==> config.mk <==
export PLATFORM = sky130hd
export DESIGN_NAME = tcw_ctrl
export DESIGN_NICKNAME = d
export VERILOG_FILES = /design/src/tcw_pkg.sv /design/src/tcw_ctrl.sv
export VERILOG_INCLUDE_DIRS = /design/src /design/src/src
export SDC_FILE = /design/constraint.sdc
export NUM_CORES = 1
export LEC_CHECK = 0
export ABC_AREA = 0
export BUFFER_PORTS_ARGS = -buffer_cell sky130_fd_sc_hd__buf_4
export CAP_MARGIN = 40
export CORE_MARGIN = 2
export CORE_UTILIZATION = 50
export DETAILED_ROUTE_END_ITERATION = 10
export PLACE_DENSITY = 0.85
export SKIP_LAST_GASP = 1
export SLEW_MARGIN = 10
export SYNTH_ARGS = -nofsm -noshare
export SYNTH_HDL_FRONTEND = slang
export SYNTH_SLANG_ARGS = --single-unit
==> constraint.sdc <==
create_clock -name clock -period 2.9 [get_ports clock]
set_clock_uncertainty 0.2 [all_clocks]
set_input_delay 0.145 -clock clock [delete_from_list [all_inputs] [get_ports clock]]
set_output_delay 0.145 -clock clock [all_outputs]
set_load 0.05 [all_outputs]
==> src/assert_macros.svh <==
// assertion helpers shared by the console modules
// both sample on the rising edge of clock and are off while reset is high
`ifndef ASSERT_MACROS_SVH
`define ASSERT_MACROS_SVH

// condition that must hold at every edge
`define TCW_CHECK(label, cond, msg) \
   label: assert property (@(posedge clock) disable iff (reset) (cond)) else $error(msg);

// condition that must hold in the cycle after a trigger
`define TCW_CHECK_NEXT(label, trig, cond, msg) \
   label: assert property (@(posedge clock) disable iff (reset) (trig) |=> (cond)) \
      else $error(msg);

`endif

==> src/tcw_pkg.sv <==
`timescale 1ns / 1ps
package tcw_pkg;

   // action codes
   localparam logic [2:0] ACT_PUT     = 3'd0;
   localparam logic [2:0] ACT_NEWLINE = 3'd1;
   localparam logic [2:0] ACT_UDEC    = 3'd2;
   localparam logic [2:0] ACT_SDEC    = 3'd3;
   localparam logic [2:0] ACT_CLEAR   = 3'd4;
   localparam logic [2:0] ACT_READ    = 3'd5;

   localparam logic [7:0] SPACE_CODE  = 8'h20;
   localparam logic [7:0] MINUS_CODE  = 8'h2D;
   localparam logic [7:0] RESET_COLOR = 8'h0F;
   localparam logic [7:0] BLANK_COLOR_RESET = 8'd15;
   localparam int DIGITS   = 10;
   localparam int NUM_BITS = 32;

   typedef enum logic [11:0] {
      ST_INIT      = 12'b0000_0000_0001,
      ST_IDLE      = 12'b0000_0000_0010,
      ST_PUT       = 12'b0000_0000_0100,
      ST_NEWLINE   = 12'b0000_0000_1000,
      ST_POSTMOVE  = 12'b0000_0001_0000,
      ST_SCROLL    = 12'b0000_0010_0000,
      ST_CONV      = 12'b0000_0100_0000,
      ST_DIGIT     = 12'b0000_1000_0000,
      ST_CLEAR     = 12'b0001_0000_0000,
      ST_READ      = 12'b0010_0000_0000,
      ST_READ_WAIT = 12'b0100_0000_0000,
      ST_DONE      = 12'b1000_0000_0000
   } state_type;

   // commands from controller to datapath
   typedef struct packed {
      logic capture;
      logic fill_init;
      logic fill_clear;
      logic scroll;
      logic put_char;
      logic put_minus;
      logic put_digit;
      logic skip_digit;
      logic newline;
      logic conv_step;
      logic read_issue;
      logic read_capture;
      logic home;
      logic rsp_load;
   } cmd_type;

   // status from datapath to controller
   typedef struct packed {
      logic sweep_last;
      logic scroll_end;
      logic scroll_need;
      logic conv_done;
      logic sign_pending;
      logic dig_live;
      logic digit_skip;
      logic rsp_free;
   } status_type;

endpackage

==> src/tcw_ctrl.sv <==
`timescale 1ns / 1ps
`include "assert_macros.svh"
module tcw_ctrl
   import tcw_pkg::*;
(
   input  logic       clock,
   input  logic       reset,
   input  logic       req_valid,
   input  logic [2:0] req_action,
   output logic       req_stall,
   input  status_type status,
   output cmd_type    cmd
);

   state_type state_ff, state_in;

   // state register
   always_ff @(posedge clock) begin
      if (reset) begin
         state_ff <= ST_INIT;
      end else begin
         state_ff <= state_in;
      end
   end

   assign req_stall = (state_ff != ST_IDLE);

   // next state and commands
   always_comb begin
      state_in = state_ff;
      cmd      = '0;
      case (state_ff)
         ST_INIT: begin
            cmd.fill_init = 1'b1;
            if (status.sweep_last) state_in = ST_IDLE;
         end
         ST_IDLE: begin
            if (req_valid) begin
               cmd.capture = 1'b1;
               case (req_action)
                  ACT_PUT:     state_in = ST_PUT;
                  ACT_NEWLINE: state_in = ST_NEWLINE;
                  ACT_UDEC:    state_in = ST_CONV;
                  ACT_SDEC:    state_in = ST_CONV;
                  ACT_CLEAR:   state_in = ST_CLEAR;
                  ACT_READ:    state_in = ST_READ;
                  default:     state_in = ST_DONE;
               endcase
            end
         end
         ST_PUT: begin
            cmd.put_char = 1'b1;
            state_in     = ST_POSTMOVE;
         end
         ST_NEWLINE: begin
            cmd.newline = 1'b1;
            state_in    = ST_POSTMOVE;
         end
         ST_POSTMOVE: begin
            if (status.scroll_need) state_in = ST_SCROLL;
            else if (status.sign_pending || status.dig_live) state_in = ST_DIGIT;
            else state_in = ST_DONE;
         end
         ST_SCROLL: begin
            cmd.scroll = 1'b1;
            if (status.scroll_end) state_in = ST_POSTMOVE;
         end
         ST_CONV: begin
            if (status.conv_done) state_in = ST_DIGIT;
            else cmd.conv_step = 1'b1;
         end
         ST_DIGIT: begin
            if (status.sign_pending) begin
               cmd.put_minus = 1'b1;
               state_in      = ST_POSTMOVE;
            end else if (status.digit_skip) begin
               cmd.skip_digit = 1'b1;
            end else begin
               cmd.put_digit = 1'b1;
               state_in      = ST_POSTMOVE;
            end
         end
         ST_CLEAR: begin
            cmd.fill_clear = 1'b1;
            if (status.sweep_last) begin
               cmd.home = 1'b1;
               state_in = ST_DONE;
            end
         end
         ST_READ: begin
            cmd.read_issue = 1'b1;
            state_in       = ST_READ_WAIT;
         end
         ST_READ_WAIT: begin
            cmd.read_capture = 1'b1;
            state_in         = ST_DONE;
         end
         ST_DONE: begin
            if (status.rsp_free) begin
               cmd.rsp_load = 1'b1;
               state_in     = ST_IDLE;
            end
         end
         default: begin
            state_in = ST_INIT;
         end
      endcase
   end

   `TCW_CHECK_NEXT(a_accept_leaves_idle, req_valid && !req_stall, state_ff != ST_IDLE, "accepted transfer left controller idle")
   `TCW_CHECK(a_one_write_source, $countones({cmd.fill_init, cmd.fill_clear, cmd.put_char, cmd.put_minus, cmd.put_digit}) <= 1, "two cell write sources at once")

endmodule

## Yosys cells after proc, flatten, opt, wreduce, memory -nomap -nowiden

Cells that the tools add are included.

- Output and inout bits: 15
- Bits in registers: 12

- Reduce and logical (&&, ||, !) cells: 5
- Equality and inequality tests: 25
- Muxes and demuxes: 32

Operators by type and width:

| cell | count |
|---|---|
| case mux 12 bit (11 select lines) | 1 |
| 2-to-1 mux 12 bit | 10 |
| case mux 12 bit (5 select lines) | 1 |
| 2-to-1 mux 1 bit | 18 |
| == test 12 x 1 -> 1 bit, second input constant | 1 |
| == test 12 x 10 -> 1 bit, second input constant | 1 |
| == test 12 x 11 -> 1 bit, second input constant | 1 |
| == test 12 bit, second input constant | 1 |
| == test 12 x 2 -> 1 bit, second input constant | 1 |
| == test 12 x 3 -> 1 bit, second input constant | 1 |
| == test 12 x 4 -> 1 bit, second input constant | 1 |
| == test 12 x 5 -> 1 bit, second input constant | 1 |
| == test 12 x 6 -> 1 bit, second input constant | 1 |
| == test 12 x 7 -> 1 bit, second input constant | 1 |
| == test 12 x 8 -> 1 bit, second input constant | 1 |
| == test 12 x 9 -> 1 bit, second input constant | 1 |
| != test 12 x 2 -> 1 bit, second input constant | 1 |
| != test 2 bit, second input constant | 6 |
| AND reduction 7 bit | 1 |
| == test 3 x 2 -> 1 bit, second input constant | 2 |
| == test 3 bit, second input constant | 2 |
| OR reduction 2 bit | 2 |
| == test 3 x 1 -> 1 bit, second input constant | 1 |
| logical NOT 3 bit | 1 |
| other kinds (4) | 4 |

## Longest topological paths before layout

- Word-level depth: 5
- Depth in mapped cells: 9

## Least setup slack after synthesis

No wires, ideal clock.

- Path kind: flip-flop to output port
- Start point: register state_ff[4]
- End point: output port cmd[2] in the netlist's numbering
- Data arrival time: 2669 ps
- Cell stages (with the launch flop): 5
- Path slack: -114 ps
- Path buffers: 1
- Cell sequence: dfxtp_1 -> buf_6 -> or4_4 -> nor3_2 -> nor4bb_1

RTL lines:

| item | line | text |
|---|---|---|
| start: declaration | tcw_ctrl.sv:15 | `state_type state_ff, state_in;` |
| start signal: assignment | tcw_ctrl.sv:22 | `state_ff <= state_in;` |
| end: declaration | tcw_ctrl.sv:12 | `output cmd_type cmd` |

==> results.txt <==
Largest register by flop count: state_ff
Hold Path Depth: 3
I/O Pins: 29
Die Height: 48.2 um
Post-detail-place hpwl: 2090 um
YS warnings: 0
Total wire length: 2890 um
Fin worst setup slack: 307 ps
Crit Path Class: flop to output pin
Worst Setup SP: state_ff[2]
Crit path to: cmd[4]
Post-CTS setup buffer count: 0
Final min period: 2590 ps
Post-Place Cells: 170
CP max-delay cell: or4_1
# setup viols final: 0
Logic pwr share: 43.1%
CTS max path bufs: 2
Worst-margin pin slew: 601 ps
CP Data Required Time: 2560 ps
Detailed Routing Iterations Pass 1: 4
Switching part of the total: 39.7%
Detail Route Antenna Nets: 0
Initial Utilization: 54.7%
GRT Total Usage: 27.8%
CTS H-Tree Depth: 1
Max Freq: 0.386 GHz
Pleak: 0.000528 uW
Final slew viol count: 0
Grt total ovfl: 0
First-pass GRT wire length: 4500 um
Critical Path Fanout Max: 10
P_int: 351 uW
Mapped Area: 976 sq um
Initial antenna violation count: 0
Fin area: 0.00131 sq mm
Worst setup SP type: flop
Crit path depth: 5
Die Width: 48.2 um
# DRC: 0
CTS buffer count: 3
Register area share after synthesis: 24.6%
Slew Limit Headroom: 59.6%
Multi-input gate area: 701 sq um
P_sw: 231 uW
Max layer used: met4
Syn_area_per_cell: 7.93 sq um
Max reg flops: 12
Fin nets: 172
Final hold vios: 0
Worst EP arrival: 2250 ps
DR iter-0 viols: 46
Wl on met1: 1250 um
Bufs and invs on worst path: 1
Area growth syn-to-layout: 34.2%
Post-synthesis register bit count: 12
Wire length on met2: 1380 um
Period Utilization, post-route: 89.4%
Largest registers: state_ff: 12 flops
Rows: 15
Worst flop-to-flop path endpoint: state_ff[2]
Largest net degree at the start of global routing: 15
Setup tns final: 0 ps
Yosys cell types: 45
Fin cells: 182
Syn_nets: 137
RSZ-0062 raised after global routing: false
Core ar.: 0.00178 sq mm
Crit-path max cell delay: 640 ps
TritonCTS sink count: 12
CTS tree: done
Avg Vias per Cell: 6.14
CP endpoint kind: output pin
Vias post-DR: 1118
Clock power frac: 23.6%
Routed length per instance: 15.9 um
Max IR drop VDD: 0.351 mV
Root Driver: clkbuf_4
Port bufs: 28
R2r setup slk: 390 ps
Antenna cells: 0
CTS clk-pin slew, worst paths: 80 ps
Post-Place Setup Slack: 470 ps
PD cells: 444 mW/mm^2
Fill cell count: 133
Layout cell share with drive strength beyond 1: 28.0%
Worst skew pair latency: 280 ps
Worst Hold Class: primary input to flop
Die ar.: 0.00232 sq mm
GP Congestion: 0.860
CP Cell Sequence: or4_1 > nor4b_2 > nand3b_1 > nor2_1 > buf_4
Total power: 581 uW
Status: finished, final reports clean
Vias in the first global route: 972
Met3 Wirelength: 216 um
Sequential power share: 33.3%
DP Area: 0.00119 sq mm
R2R Path Start: state_ff[5]
Total of max-cap violations: 0
Reg2reg path depth: 6
Register area: 240 sq um
Mapped Cells: 123
Worst path top cell family by delay: simple AND/OR/NAND/NOR gates
Yosys cell counts (all sizes together):
| cell type | n | share of area, % |
|---|---|---|
| nor2 | 19 | 8.1 |
| dfxtp | 12 | 25 |
| nor3 | 9 | 5.1 |
| nand2 | 7 | 2.7 |
| buf | 6 | 3.7 |
| nor4b | 6 | 6.0 |
| and3 | 5 | 3.2 |
| nand3 | 4 | 2.6 |
| nand4b | 4 | 3.6 |
| nor3b | 4 | 3.1 |
| nor4 | 4 | 5.4 |
| a21oi | 3 | 1.5 |
| inv | 3 | 1.2 |
| nand2b | 3 | 2.2 |
| nand4 | 3 | 1.9 |
| nor2b | 3 | 1.9 |
| o21ai | 3 | 1.5 |
| and2 | 2 | 1.3 |
| and4 | 2 | 1.8 |
| nand3b | 2 | 1.5 |
| o2bb2ai | 2 | 1.8 |
| or4 | 2 | 1.9 |
| or4b | 2 | 2.1 |
| xnor2 | 2 | 1.8 |
| xor2 | 2 | 1.8 |
| a2111oi | 1 | 1.0 |
| a211oi | 1 | 0.77 |
| a22o | 1 | 0.90 |
| a32o | 1 | 1.0 |
| nor4bb | 1 | 1.0 |
| o211ai | 1 | 0.77 |
| o22a | 1 | 0.90 |
| or2 | 1 | 0.64 |
| or3 | 1 | 0.64 |
metal layers:
| layer | vias up | global-route usage [%] |
|---|---|---|
| li1 | 531 | - |
| met1 | 523 | 38.2 |
| met2 | 55 | 43.4 |
| met3 | 9 | 6.30 |
| met4 | 0 | 8.11 |
| met5 | - | 0 |
power groups by stage:
stage	Combinational, uW	Sequential [uW]	Clock [uW]
after floorplan	170	191	0
after global placement	227	196	0
after detailed placement	233	197	0
after CTS	242	193	139
after global routing	264	195	147
final	251	194	137
how the worst min path moves through the flow:
stage | slack, ps | end | from
final | 30 | state_ff[11] | reset
after global routing | 40 | state_ff[11] | reset
after CTS | 10 | state_ff[11] | reset
after detailed placement | 190 | state_ff[2] | req_action[2]
after global placement | 170 | state_ff[2] | req_action[2]
after floorplan | 20 | state_ff[2] | req_action[2]
area by class of cell:
type | instances | share of cell area (%)
inverter | 3 | 0.860
tap | 25 | 2.39
clock buffer | 4 | 2.77
timing repair buffer | 36 | 22.2
multi-input combinational | 102 | 53.5
sequential | 12 | 18.3
stage by stage:
stage | util [%] | hold slack (ps)
2_1_floorplan | - | 21.7
3_3_place_gp | 66.6 | 172
3_5_place_dp | 66.6 | 186
4_1_cts | 73.1 | 11.8
5_1_grt | 73.5 | 36.4
6_report | 73.5 | 27.3
cell usage in the layout, fill, tap and decap left out, types with 3 or more instances in the layout:
master	n
nor4b_1	4
clkbuf_4	3
buf_4	28
dlygate4sd3_1	8
nor3b_1	4
nand3_1	3
inv_1	3
nand4b_1	4
and3_1	5
nor3_1	8
nand4_1	3
dfxtp_1	12
nor2_1	18
a21oi_1	3
nor2b_1	3
nand2_1	7
worst min-delay path: cells and delay by family:
| kind | cells | cell delay [ps] |
|---|---|---|
| buffers and inverters | 1 | 100 |
| AO/OA/AOI/OAI | 1 | 60 |
| AND/OR/NAND/NOR | 1 | 160 |
what timing repair did:
action | CTS | global route
endpoints found under the hold margin | 6 | 0
gates resized for setup | 0 | 1
hold buffers | 8 | 0
endpoints found under the setup margin | 0 | 2
kinds of logic (layout without fill, tap and decap cells):
| group | after synthesis | after routing | share of synthesized area [%] |
|---|---|---|---|
| buf+inv | 9 | 43 | 4.87 |
| compound gates | 14 | 14 | 10.3 |
| simple gates | 84 | 84 | 56.7 |
| xor+xnor | 4 | 4 | 3.59 |
| flops | 12 | 12 | 24.6 |
(Power assumes the default switching activity.)
